===== config.mk =====
export PLATFORM = sky130hd
export DESIGN_NAME = autokey_byte_cipher_letter_pairs_core
export DESIGN_NICKNAME = d
export VERILOG_FILES = /design/src/design/acb_pkg.sv /design/src/design/acb_front.sv /design/src/design/acb_fifo.sv /design/src/design/acb_back.sv /design/src/design/autokey_byte_cipher_letter_pairs_core.sv
export SDC_FILE = /design/constraint.sdc
export NUM_CORES = 1
export LEC_CHECK = 0
export BUFFER_PORTS_ARGS = -buffer_cell sky130_fd_sc_hd__buf_2
export CAP_MARGIN = 0
export CORE_MARGIN = 2
export CORE_UTILIZATION = 50
export CTS_BUF_LIST = sky130_fd_sc_hd__clkbuf_8
export DETAILED_ROUTE_END_ITERATION = 6
export GPL_TIMING_DRIVEN = 0
export PLACE_DENSITY = 0.67
export SYNTH_ARGS = -nofsm -noshare
export SYNTH_HDL_FRONTEND = slang
export SYNTH_SLANG_ARGS = --single-unit

===== constraint.sdc =====
create_clock -name clk -period 12.5 [get_ports clk]
set_input_delay 0.625 -clock clk [delete_from_list [all_inputs] [get_ports clk]]
set_output_delay 0.625 -clock clk [all_outputs]
set_load 0.05 [all_outputs]

===== src/design/acb_pkg.sv =====
// Shared types, constants and arithmetic helpers of the autokey letter-pair cipher.
package acb_pkg;

  // Configuration register indexes
  localparam logic [1:0] REG_KEY_SEED  = 2'd0;
  localparam logic [1:0] REG_MULT_C1   = 2'd1;
  localparam logic [1:0] REG_ADD_C2    = 2'd2;
  localparam logic [1:0] REG_DIRECTION = 2'd3;

  localparam int unsigned CfgWidth = 16;

  localparam logic [15:0] MULT_C1_RESET = 16'd52845;
  localparam logic [15:0] ADD_C2_RESET  = 16'd22719;

  localparam logic DIR_ENCRYPT = 1'b0;
  localparam logic DIR_DECRYPT = 1'b1;

  localparam logic [7:0] LETTER_BASE = 8'd65;  // 'A'
  localparam logic [4:0] LETTER_SPAN = 5'd26;
  localparam logic [7:0] TRAIL_P     = 8'h50;  // 'P'
  localparam logic [7:0] TRAIL_C     = 8'h43;  // 'C'

  // One classified beat handed from the front end to the cipher back end
  typedef struct packed {
    logic       first;
    logic       fin;
    logic       dir;
    logic [7:0] data;   // plain byte (encrypt) or cipher byte from the pair (decrypt)
  } op_t;

  typedef struct packed {
    logic [6:0] hi;
    logic [6:0] lo;
  } letters_t;

  // Letter pair to cipher byte: ((hi-65)*26 + (lo-65)) mod 256
  function automatic logic [7:0] pair_to_byte(input logic [7:0] hi, input logic [7:0] lo);
    logic [7:0]  a;
    logic [7:0]  b;
    logic [12:0] prod;
    a    = hi - LETTER_BASE;
    b    = lo - LETTER_BASE;
    prod = a * LETTER_SPAN;
    return prod[7:0] + b;
  endfunction

  // Byte to letters 'A'+c/26, 'A'+c%26; c/26 == (c*79)>>11 for all 8-bit c
  function automatic letters_t byte_to_letters(input logic [7:0] c);
    logic [14:0] m;
    logic [3:0]  q;
    logic [8:0]  qx;
    logic [7:0]  r;
    letters_t    res;
    m      = c * 7'd79;
    q      = m[14:11];
    qx     = q * LETTER_SPAN;
    r      = c - qx[7:0];
    res.hi = 7'(LETTER_BASE) + 7'(q);
    res.lo = 7'(LETTER_BASE) + r[6:0];
    return res;
  endfunction

endpackage


===== src/design/acb_front.sv =====
// Front end: takes input beats and classifies them into cipher operations.
module acb_front (
  input  logic             in_valid_i,
  input  logic             in_first_i,
  input  logic             in_final_req_i,
  input  logic [7:0]       in_plain_in_i,
  input  logic [7:0]       in_letter_hi_in_i,
  input  logic [7:0]       in_letter_lo_in_i,
  input  logic             dir_i,
  input  logic             full_i,
  output logic             in_stall_o,
  output logic             push_o,
  output acb_pkg::op_t     op_o
);
  import acb_pkg::*;

  assign in_stall_o = full_i;
  assign push_o     = in_valid_i;

  always_comb begin
    op_o.first = in_first_i;
    op_o.fin   = in_final_req_i;
    op_o.dir   = dir_i;
    op_o.data  = (dir_i == DIR_DECRYPT) ? pair_to_byte(in_letter_hi_in_i, in_letter_lo_in_i)
                                        : in_plain_in_i;
  end

endmodule


===== src/design/acb_fifo.sv =====
// Small register queue of cipher operations between front and back end.
module acb_fifo #(
  parameter int unsigned DEPTH = 4
) (
  input  logic         clk,
  input  logic         rst_n,
  input  logic         push_i,
  input  acb_pkg::op_t wdata_i,
  input  logic         pop_i,
  output acb_pkg::op_t rdata_o,
  output logic         full_o,
  output logic         empty_o
);
  import acb_pkg::*;

  localparam int unsigned AW = (DEPTH > 1) ? $clog2(DEPTH) : 1;
  localparam int unsigned CW = $clog2(DEPTH + 1);

  op_t           mem_r [DEPTH];
  logic [AW-1:0] wr_ptr_r;
  logic [AW-1:0] rd_ptr_r;
  logic [CW-1:0] cnt_r;
  logic          do_push;
  logic          do_pop;

  assign full_o  = (cnt_r == CW'(DEPTH));
  assign empty_o = (cnt_r == '0);
  assign do_push = push_i && !full_o;
  assign do_pop  = pop_i && !empty_o;
  assign rdata_o = mem_r[rd_ptr_r];

  always_ff @(posedge clk) begin
    if (do_push) begin
      mem_r[wr_ptr_r] <= wdata_i;
    end
  end

  always_ff @(posedge clk) begin
    if (!rst_n) begin
      wr_ptr_r <= '0;
      rd_ptr_r <= '0;
      cnt_r    <= '0;
    end else begin
      if (do_push) begin
        wr_ptr_r <= (wr_ptr_r == AW'(DEPTH - 1)) ? '0 : wr_ptr_r + 1'b1;
      end
      if (do_pop) begin
        rd_ptr_r <= (rd_ptr_r == AW'(DEPTH - 1)) ? '0 : rd_ptr_r + 1'b1;
      end
      if (do_push && !do_pop) begin
        cnt_r <= cnt_r + 1'b1;
      end else if (do_pop && !do_push) begin
        cnt_r <= cnt_r - 1'b1;
      end
    end
  end

endmodule


===== src/design/acb_back.sv =====
// Back end: running-key cipher, trailer sequencing, holdback and output register.
module acb_back (
  input  logic         clk,
  input  logic         rst_n,
  input  acb_pkg::op_t op_i,
  input  logic         empty_i,
  output logic         pop_o,
  input  logic [15:0]  key_seed_i,
  input  logic [15:0]  mult_c1_i,
  input  logic [15:0]  add_c2_i,
  output logic         out_valid_o,
  input  logic         out_stall_i,
  output logic [6:0]   out_letter_hi_out_o,
  output logic [6:0]   out_letter_lo_out_o,
  output logic [7:0]   out_plain_out_o,
  output logic         out_run_last_o
);
  import acb_pkg::*;

  typedef enum logic [1:0] {PH_IDLE, PH_P, PH_C} phase_t;

  phase_t     phase_r, phase_nxt;
  logic [15:0] key_r, key_nxt;
  logic [7:0]  held0_r, held0_nxt;
  logic [7:0]  held1_r, held1_nxt;
  logic [1:0]  hcnt_r, hcnt_nxt;
  logic        out_valid_r, out_valid_nxt;
  logic [6:0]  hi_r, hi_nxt;
  logic [6:0]  lo_r, lo_nxt;
  logic [7:0]  plain_r, plain_nxt;
  logic        last_r, last_nxt;

  logic        adv;
  logic        use_first;
  logic [15:0] key_use;
  logic [1:0]  hcnt_use;
  logic [7:0]  src;
  logic        dec;
  logic [7:0]  cbyte;
  logic [7:0]  pbyte;
  logic [15:0] ksum;
  logic [31:0] kprod;
  logic [15:0] key_calc;
  letters_t    lt;

  assign adv   = !out_valid_r || !out_stall_i;
  assign pop_o = adv && (phase_r == PH_IDLE) && !empty_i;

  // first only counts for a beat that is being taken from the queue
  assign use_first = pop_o && op_i.first;
  assign key_use   = use_first ? key_seed_i : key_r;
  assign hcnt_use  = use_first ? 2'd0 : hcnt_r;

  always_comb begin
    unique case (phase_r)
      PH_P:    src = TRAIL_P;
      PH_C:    src = TRAIL_C;
      default: src = op_i.data;
    endcase
  end

  assign dec      = (phase_r == PH_IDLE) && (op_i.dir == DIR_DECRYPT);
  assign pbyte    = src ^ key_use[15:8];
  assign cbyte    = dec ? src : pbyte;
  assign ksum     = key_use + {8'd0, cbyte};
  assign kprod    = ksum * mult_c1_i;
  assign key_calc = kprod[15:0] + add_c2_i;
  assign lt       = byte_to_letters(cbyte);

  always_comb begin
    phase_nxt     = phase_r;
    key_nxt       = key_r;
    held0_nxt     = held0_r;
    held1_nxt     = held1_r;
    hcnt_nxt      = hcnt_r;
    out_valid_nxt = out_valid_r;
    hi_nxt        = hi_r;
    lo_nxt        = lo_r;
    plain_nxt     = plain_r;
    last_nxt      = last_r;
    if (adv) begin
      out_valid_nxt = 1'b0;
      unique case (phase_r)
        PH_P: begin
          out_valid_nxt = 1'b1;
          hi_nxt        = lt.hi;
          lo_nxt        = lt.lo;
          plain_nxt     = 8'd0;
          last_nxt      = 1'b0;
          key_nxt       = key_calc;
          phase_nxt     = PH_C;
        end
        PH_C: begin
          out_valid_nxt = 1'b1;
          hi_nxt        = lt.hi;
          lo_nxt        = lt.lo;
          plain_nxt     = 8'd0;
          last_nxt      = 1'b1;
          key_nxt       = key_calc;
          phase_nxt     = PH_IDLE;
        end
        PH_IDLE: begin
          if (!empty_i) begin
            key_nxt  = key_calc;
            hcnt_nxt = hcnt_use;
            if (op_i.dir == DIR_ENCRYPT) begin
              out_valid_nxt = 1'b1;
              hi_nxt        = lt.hi;
              lo_nxt        = lt.lo;
              plain_nxt     = 8'd0;
              // a final byte's own result is not the last: the trailer follows
              last_nxt      = !op_i.fin;
              if (op_i.fin) begin
                phase_nxt = PH_P;
              end
            end else begin
              if (hcnt_use == 2'd2) begin
                out_valid_nxt = 1'b1;
                hi_nxt        = 7'd0;
                lo_nxt        = 7'd0;
                plain_nxt     = held0_r;
                last_nxt      = op_i.fin;
                held0_nxt     = held1_r;
                held1_nxt     = pbyte;
              end else begin
                if (hcnt_use[0]) begin
                  held1_nxt = pbyte;
                end else begin
                  held0_nxt = pbyte;
                end
                hcnt_nxt = hcnt_use + 2'd1;
              end
              if (op_i.fin) begin
                hcnt_nxt = 2'd0;
              end
            end
          end
        end
        default: phase_nxt = PH_IDLE;
      endcase
    end
  end

  always_ff @(posedge clk) begin
    if (!rst_n) begin
      phase_r     <= PH_IDLE;
      key_r       <= '0;
      held0_r     <= '0;
      held1_r     <= '0;
      hcnt_r      <= '0;
      out_valid_r <= 1'b0;
    end else begin
      phase_r     <= phase_nxt;
      key_r       <= key_nxt;
      held0_r     <= held0_nxt;
      held1_r     <= held1_nxt;
      hcnt_r      <= hcnt_nxt;
      out_valid_r <= out_valid_nxt;
    end
  end

  always_ff @(posedge clk) begin
    hi_r    <= hi_nxt;
    lo_r    <= lo_nxt;
    plain_r <= plain_nxt;
    last_r  <= last_nxt;
  end

  assign out_valid_o         = out_valid_r;
  assign out_letter_hi_out_o = hi_r;
  assign out_letter_lo_out_o = lo_r;
  assign out_plain_out_o     = plain_r;
  assign out_run_last_o      = last_r;

  a_pop_only_idle: assert property (@(posedge clk) disable iff (!rst_n)
    pop_o |-> (phase_r == PH_IDLE))
    else $error("queue popped during trailer");

  a_p_then_c: assert property (@(posedge clk) disable iff (!rst_n)
    (adv && phase_r == PH_P) |=> (phase_r == PH_C && out_valid_r && !last_r))
    else $error("trailer P step broken");

  a_c_is_last: assert property (@(posedge clk) disable iff (!rst_n)
    (adv && phase_r == PH_C) |=> (phase_r == PH_IDLE && out_valid_r && last_r))
    else $error("trailer C step not marked last");

  a_hcnt_range: assert property (@(posedge clk) disable iff (!rst_n)
    pop_o && op_i.dir == DIR_DECRYPT && op_i.fin |=> (hcnt_r == 2'd0))
    else $error("holdback not cleared on final");

endmodule


===== src/design/autokey_byte_cipher_letter_pairs_core.sv =====
// Top level of the autokey byte cipher with letter-pair coding.
//
// One layer of the C1/C2 key-feedback byte cipher. A 16-bit running key is
// loaded from key_seed on a beat with first set; each byte is XORed with the
// key's high byte and the key becomes (cipher byte + key) * mult_c1 + add_c2
// mod 2^16. Encrypt (direction 0): every plain byte gives one result beat with
// the letters 'A'+c/26 and 'A'+c%26; a final beat also enciphers the trailer
// "PC", so it gives three result beats. run_last is set on the last result
// beat that an input beat causes. Decrypt (direction 1): each letter pair is
// folded to a cipher byte ((hi-65)*26 + (lo-65)) mod 256 and deciphered; two
// deciphered bytes are held back so the trailer drops off unchecked, so
// output runs two beats behind input and short messages give nothing.
// Rate: one input beat per clock while the queue has room; a final encrypt
// beat holds the key loop through its byte and the "PC" trailer (one key
// update per byte, and the key feeds back into the next byte). Structure:
// the front end classifies beats into a 4-deep queue, the back end runs the
// key loop and owns the output register, so input keeps flowing while a
// result waits on out_stall. Configuration is written through
// cfg_we/cfg_index/cfg_data while the block is idle.
module autokey_byte_cipher_letter_pairs_core #(
  parameter int unsigned FIFO_DEPTH = 4
) (
  input  logic        clk,
  input  logic        rst_n,
  // configuration
  input  logic        cfg_we,
  input  logic [1:0]  cfg_index,
  input  logic [15:0] cfg_data,
  // input channel
  input  logic        in_valid,
  output logic        in_stall,
  input  logic        in_first,
  input  logic        in_final_req,
  input  logic [7:0]  in_plain_in,
  input  logic [7:0]  in_letter_hi_in,
  input  logic [7:0]  in_letter_lo_in,
  // result channel
  output logic        out_valid,
  input  logic        out_stall,
  output logic [6:0]  out_letter_hi_out,
  output logic [6:0]  out_letter_lo_out,
  output logic [7:0]  out_plain_out,
  output logic        out_run_last
);
  import acb_pkg::*;

  logic [15:0] key_seed_r;
  logic [15:0] mult_c1_r;
  logic [15:0] add_c2_r;
  logic        direction_r;

  op_t  fe_op;
  op_t  q_op;
  logic fe_push;
  logic q_full;
  logic q_empty;
  logic be_pop;

  // Configuration registers; the user must make writes land only while idle, the block does not enforce it
  always_ff @(posedge clk) begin
    if (!rst_n) begin
      key_seed_r  <= '0;
      mult_c1_r   <= MULT_C1_RESET;
      add_c2_r    <= ADD_C2_RESET;
      direction_r <= DIR_ENCRYPT;
    end else if (cfg_we) begin
      unique case (cfg_index)
        REG_KEY_SEED:  key_seed_r  <= cfg_data;
        REG_MULT_C1:   mult_c1_r   <= cfg_data;
        REG_ADD_C2:    add_c2_r    <= cfg_data;
        REG_DIRECTION: direction_r <= cfg_data[0];
        default: ;
      endcase
    end
  end

  // Front end: beat classification (pair folding happens here)
  acb_front u_front (
    .in_valid_i        (in_valid),
    .in_first_i        (in_first),
    .in_final_req_i    (in_final_req),
    .in_plain_in_i     (in_plain_in),
    .in_letter_hi_in_i (in_letter_hi_in),
    .in_letter_lo_in_i (in_letter_lo_in),
    .dir_i             (direction_r),
    .full_i            (q_full),
    .in_stall_o        (in_stall),
    .push_o            (fe_push),
    .op_o              (fe_op)
  );

  // Decoupling queue
  acb_fifo #(
    .DEPTH (FIFO_DEPTH)
  ) u_fifo (
    .clk     (clk),
    .rst_n   (rst_n),
    .push_i  (fe_push),
    .wdata_i (fe_op),
    .pop_i   (be_pop),
    .rdata_o (q_op),
    .full_o  (q_full),
    .empty_o (q_empty)
  );

  // Back end: key loop, trailer, holdback, output register
  acb_back u_back (
    .clk                 (clk),
    .rst_n               (rst_n),
    .op_i                (q_op),
    .empty_i             (q_empty),
    .pop_o               (be_pop),
    .key_seed_i          (key_seed_r),
    .mult_c1_i           (mult_c1_r),
    .add_c2_i            (add_c2_r),
    .out_valid_o         (out_valid),
    .out_stall_i         (out_stall),
    .out_letter_hi_out_o (out_letter_hi_out),
    .out_letter_lo_out_o (out_letter_lo_out),
    .out_plain_out_o     (out_plain_out),
    .out_run_last_o      (out_run_last)
  );

  a_no_push_full: assert property (@(posedge clk) disable iff (!rst_n)
    q_full |-> in_stall)
    else $error("input taken while queue full");

  a_pop_nonempty: assert property (@(posedge clk) disable iff (!rst_n)
    be_pop |-> !q_empty)
    else $error("pop from empty queue");

  a_cfg_idle_dir: assert property (@(posedge clk) disable iff (!rst_n)
    (!q_empty && !be_pop) |=> $stable(q_op))
    else $error("queue head changed without pop");

endmodule

* After elaboration in Yosys (flattened, before gate mapping) *
Memory sizes are Yosys's and may differ from the RTL's. A register that Yosys moved wholly into a read port is not among the register bits.
Cells that the tools add are included.

cells by class
  multiply operators = 4
  mux-type cells = 45
  eq/ne operators = 14
  bitwise gates (word level) = 2
  add/subtract/negate cells = 13
  reduce and logical (&&, ||, !) cells = 35

operators with widths
  operator                number
  $mux W8                 9
  $mux W7                 5
  $mux W16                2
  $pmux W16 S2            1
  $pmux W8 S2             2
  $pmux W7 S2             2
  $mux W2                 11
  $add A16 B16 Y16        1
  $add A16 B8 Y16         1
  $mul A16 B16 Y16        1
  $sub A8 B7 Y8 const B   2
  $mul A8 B7 Y15 const B  1
  $eq A2 B2 Y1 const B    6
  $reduce_and A4 Y1       3
  $reduce_and A5 Y1       2
  $add A8 B8 Y8           1
  $logic_and A1 B1 Y1     8
  $mul A8 B4 Y7 const B   1
  $mux W1                 8
  $reduce_and A2 Y1       4
  $xor A8 B8 Y8           1
  $add A7 B4 Y7 const A   1
  $add A7 B7 Y7 const A   1
  $logic_not A1 Y1        7
  22 further kinds        32

storage, ports and cells
  memories = 1
  bits in writable memories = 44
  logic and storage cells = 131
  register bits = 116

memory list
  name          depth  width  rd ports  clocked after Yosys merged registers in  wr ports  RTL line        source
  u_fifo.mem_r  4      11     1         1                                        1         acb_fifo.sv:19  op_t mem_r [DEPTH];

* Logic depth before layout (Yosys ltp) *
  depth in word-level cells = 15
  gate-level depth with buffers = 42
  gate-level depth less buffers = 39

* Hierarchy *
A second synthesis with hierarchy kept.

second synthesis, totals
  cells, all modules = 1445
  area total of the unflattened synthesis = 14189.9 µm²

modules (own cells, without submodules)
  module                                 seq. area each (µm²)  cells an instance  area each (µm²)  times used
  acb_back                               1401.3                1032               9240.1           1
  acb_fifo                               1501.4                108                2060.7           1
  autokey_byte_cipher_letter_pairs_core  980.9                 199                1984.4           1
  acb_front                              0.0                   106                904.6            1

* Least setup slack after synthesis *
Ideal clock, no wire load.

  kind = flip-flop to flip-flop
  start = register u_back.phase_r[0]
  end = register u_back.key_r[15]
  setup time = 0.118 ns
  data arrival time = 9.664 ns
  path buffers = 3
  cell stages (with the launch flop) = 42
  clock period less this slack = 9.782 ns
  slack = 2.718 ns
  required time = 12.382 ns
  path through = dfxtp_1 -> inv_1 -> ha_1 -> a21boi_1 -> clkbuf_1 -> nand3_2 -> buf_6 -> mux2i_1 -> buf_1 -> nor2_1 -> xnor2_1 -> ha_1 -> ha_1 -> nor2_1 -> inv_1 -> o32a_1 -> a41oi_2 -> o21ai_0 -> [6 not listed] -> fa_1 -> inv_1 -> fa_1 -> inv_1 -> fa_1 -> inv_1 -> fa_1 -> inv_1 -> ha_1 -> and3_1 -> a211o_1 -> a21o_1 -> a21oi_1 -> xor3_1 -> xnor3_1 -> xnor3_1 -> nand2_1 -> a21boi_2

on the way
  cells in the longest elaborated chain, start to end = 12

ends and longest elaborated chain
  item                               RTL line                                        source
  start, declared                    acb_back.sv:22                                  phase_t phase_r, phase_nxt;
  start signal, assigned             acb_back.sv:153                                 phase_r <= phase_nxt;
  $logic_not A2 Y1                   acb_back.sv:47, acb_back.sv:62, acb_back.sv:83
  $logic_and A1 B1 Y1 (2 in series)  acb_back.sv:47                                  assign pop_o = adv && (phase_r == PH_IDLE) && !empty_i;
  $logic_and A1 B1 Y1                acb_back.sv:50                                  assign use_first = pop_o && op_i.first;
  $mux W16                           acb_back.sv:51                                  assign key_use = use_first ? key_seed_i : key_r;
  $xor A8 B8 Y8                      acb_back.sv:63                                  assign pbyte = src ^ key_use[15:8];
  $mux W8                            acb_back.sv:64                                  assign cbyte = dec ? src : pbyte;
  $add A16 B8 Y16                    acb_back.sv:65                                  assign ksum = key_use + {8'd0, cbyte};
  $mul A16 B16 Y16                   acb_back.sv:66                                  assign kprod = ksum * mult_c1_i;
  $add A16 B16 Y16                   acb_back.sv:67                                  assign key_calc = kprod[15:0] + add_c2_i;
  $mux W16                           acb_back.sv:103                                 if (!empty_i) begin
  $pmux W16 S2                       acb_back.sv:83                                  unique case (phase_r)
  end signal, assigned               acb_back.sv:154                                 key_r <= key_nxt;
  end, declared                      acb_back.sv:23                                  logic [15:0] key_r, key_nxt;

Parallel ways exist; a longest one is shown, timed or not. The select of a mux whose other input is x is not followed.
A chain may end at the register's enable or synchronous reset.

* Worst setup path in the final report *
Ends and elaborated chain as after synthesis.

==> impl_metrics.json <==
{
  "status": "complete, no violations",
  "ctsResizeCount": 0,
  "wl_per_cell_um": 17.1,
  "syn_nets": 1795,
  "fmax_ghz": 0.0854,
  "post-route-min-period_ps": 11710,
  "start_util_pct": 50.9,
  "netlist_top_cells_area": "fa_1, edfxtp_1, dfxtp_1, ha_1, inv_1",
  "tightest_slew_ps": 1150,
  "drc_errors": 0,
  "grt_usage_pct": 24.1,
  "post-cts-setup-buffers": 0,
  "grt_pass1_wl_um": 54900,
  "clock_path_buffers": 2,
  "ctsHoldBuffers": 0,
  "worstSetupStartpointType": "register",
  "routed_wl_um": 33800,
  "setup_tns_ps": 0,
  "hold_path_startpoint": "in_final_req",
  "yosys.area.top_type_share_pct": 16.0,
  "rsz0062_at_grt": "false",
  "die_y_um": 172,
  "cts_max_level": 4,
  "cts.root.buffer_cell": "clkbuf_8",
  "worstReg2RegStart": "u_back.phase_r[0]",
  "first_global_vias": 10484,
  "fp.dieW_um": 172,
  "slowest_stage": "xnor2_1",
  "fp-row-count": 61,
  "cts_sinks": 161,
  "cp_common_cell": "fa_1",
  "dr_total_vias": 10419,
  "io_pins": 74,
  "yosysSeqAreaShare_pct": 27.4,
  "cap_viol_max_count": 0,
  "r2r_end": "u_back.key_r[15]",
  "ys_seq_elements": 161,
  "synth_cell_types": 77,
  "endpoint_kind": "register",
  "tritoncts": "built",
  "layout-drive-gt1-share_pct": 9.91,
  "worstHoldPathCells": 1,
  "drtIter0Drc": 661,
  "path_clk_slew_ps": 110,
  "core_area_um2": 27900,
  "hold_end": "u_fifo.mem_r[0][9]",
  "ant_nets": 0,
  "dr.pass1.iters": 5,
  "synth-edff-count": 66,
  "r2r_slack_ps": 790,
  "crit_arrival_ps": 12050,
  "slew_viol_final": 0,
  "clkLatencyLatePin_ps": 460,
  "worstSetupPathType": "reg -> reg",
  "worstPathRequired_ps": 12840,
  "insertedDiodeCount": 0,
  "antenna_found_initial": 0,
  "port_buffers": 69,
  "avgSynthCellArea_um2": 9.49,
  "finalCritPeriodShare_pct": 93.7,
  "dp_hpwl_um": 26900,
  "ys_warn_count": 0,
  "r2r_cells": 37,
  "finalSetupViolations": 0,
  "min_path_type": "in -> reg",
  "slew_headroom_pct": 22.8,
  "gr-total-overflow": 0,
  "syn_to_final_growth_pct": 8.91,
  "synth_top_area_cell": "fa_1",
  "hold_viol": 0,
  "slowest_delay_ps": 930,
  "synthArstFlopShare_pct": 0,
  "skew_ps": 20.3,
  "grt_max_degree": 18,
  "crit_fanout": 10,
  "synth_area_um2": 14200,
  "nets": 1884,
  "viasPerCell": 5.28,
  "die_area_um2": 29700,
  "cts_buffers": 17,
  "synth_flop_cell": "dfxtp_1",
  "synthesis.instances": 1493,
  "gp_congestion": 0.896
}
==> cell usage after synthesis, types with 8 or more instances <==
master	instances
nor3_1	8
nand3_1	27
nand2_1	222
nand2b_1	10
inv_1	234
and3_1	16
o21ai_0	24
mux2i_1	21
clkbuf_1	49
nor2b_1	16
o211a_1	8
fa_1	113
ha_1	140
a21oi_1	32
o211ai_1	14
xor2_1	26
mux4_2	11
nor2_1	38
xnor2_1	72
a21o_1	23
a21boi_0	39
and2_1	79
mux2_2	16
edfxtp_1	66
dfxtp_1	95
==> registers in the layout, indices dropped and copies added (netlist names), 7 cells and up, named ones only <==
name / flops
u_back.held1_r: 8
mult_c1_r: 16
u_back.key_r: 16
u_back.held0_r: 8
u_fifo.mem_r: 44
u_back.out_letter_lo_out_o: 7
key_seed_r: 16
add_c2_r: 16
u_back.out_plain_out_o: 8
==> layer usage <==
metal | wire length (um) | share of wire [%] | track usage, % | vias to the layer above
li1 | - | - | - | 4999
met3 | 1970 | 5.8 | 4.03 | 50
met4 | 689 | 2.0 | 6.14 | 0
met2 | 15900 | 47 | 39.9 | 301
met1 | 15300 | 45 | 33.0 | 5069
met5 | 0 | 0 | 0 | -
==> how the worst max path moves through the flow <==
| stage | start | to | cells after the start |
|---|---|---|---|
| 5_1_grt | u_back.phase_r[0] | u_back.key_r[15] | 37 |
| 6_report | u_back.phase_r[0] | u_back.key_r[15] | 37 |
| 3_3_place_gp | register | u_back.key_r[15] | 34 |
| 3_5_place_dp | u_back.phase_r[0] | u_back.key_r[15] | 37 |
| 2_1_floorplan | u_back.phase_r[0] | u_back.key_r[15] | 41 |
| 4_1_cts | u_back.phase_r[0] | u_back.key_r[15] | 37 |
==> per-stage QoR <==
step	setup WS, ps	instances	hold slack (ps)	cell area [um^2]	utilization, %
4_1_cts	866	1973	351	15400	55.4
3_3_place_gp	970	1940	447	15000	53.8
3_5_place_dp	970	1941	451	15000	53.9
2_1_floorplan	2720	1493	437	14200	-
5_1_grt	87.4	1973	366	15400	55.4
6_report	794	1973	374	15400	55.4
==> layout make-up <==
cell class	count	area (um^2)
sequential	161	3880
buffer	60	246
fill	2519	12400
inverter	234	878
multi-input combinational	1038	9170
tap	378	473
clock buffer	17	234
timing repair buffer	70	357
clock inverter	15	193
==> worst max-delay path, delay by kind of cell (launching register included) <==
family	cells	cell delay [ps]
AO/OA/AOI/OAI	8	1720
adder cells (fa/ha/maj)	9	3790
buffers and inverters	7	1010
XOR/XNOR	5	2920
flip-flops	1	350
AND/OR/NAND/NOR	7	1120
multiplexers	1	660
==> cell families (layout without fill, tap and decap cells) <==
kind of cell	Yosys count	in the layout	synth area share (%)
simple gates	448	448	15.1
buf+inv	294	396	7.94
fa+ha+maj	253	253	28.3
compound gates	181	181	9.24
flops	161	161	27.4
xor+xnor	106	106	7.28
mux	49	49	4.66
other cells	1	1	0.0265
==> cells in the final DEF (no fill, tap or decap), types with 16 or more instances in the layout <==
| cell type | instances |
|---|---|
| ha_1 | 140 |
| nand3_1 | 27 |
| a21boi_0 | 39 |
| clkbuf_8 | 17 |
| o21ai_0 | 24 |
| nand2_1 | 222 |
| buf_2 | 71 |
| fa_1 | 113 |
| dfxtp_1 | 95 |
| edfxtp_1 | 66 |
| a21oi_1 | 32 |
| xor2_1 | 26 |
| and2_1 | 79 |
| inv_1 | 235 |
| and3_1 | 16 |
| clkbuf_1 | 49 |
| nor2_1 | 38 |
| nor2b_1 | 16 |
| a21o_1 | 23 |
| xnor2_1 | 72 |
| mux2i_1 | 21 |
| mux2_2 | 16 |
Power is left out: the tool's default activity adds up to more than one toggle a clock period on the data nets, which glitch-free logic cannot reach.
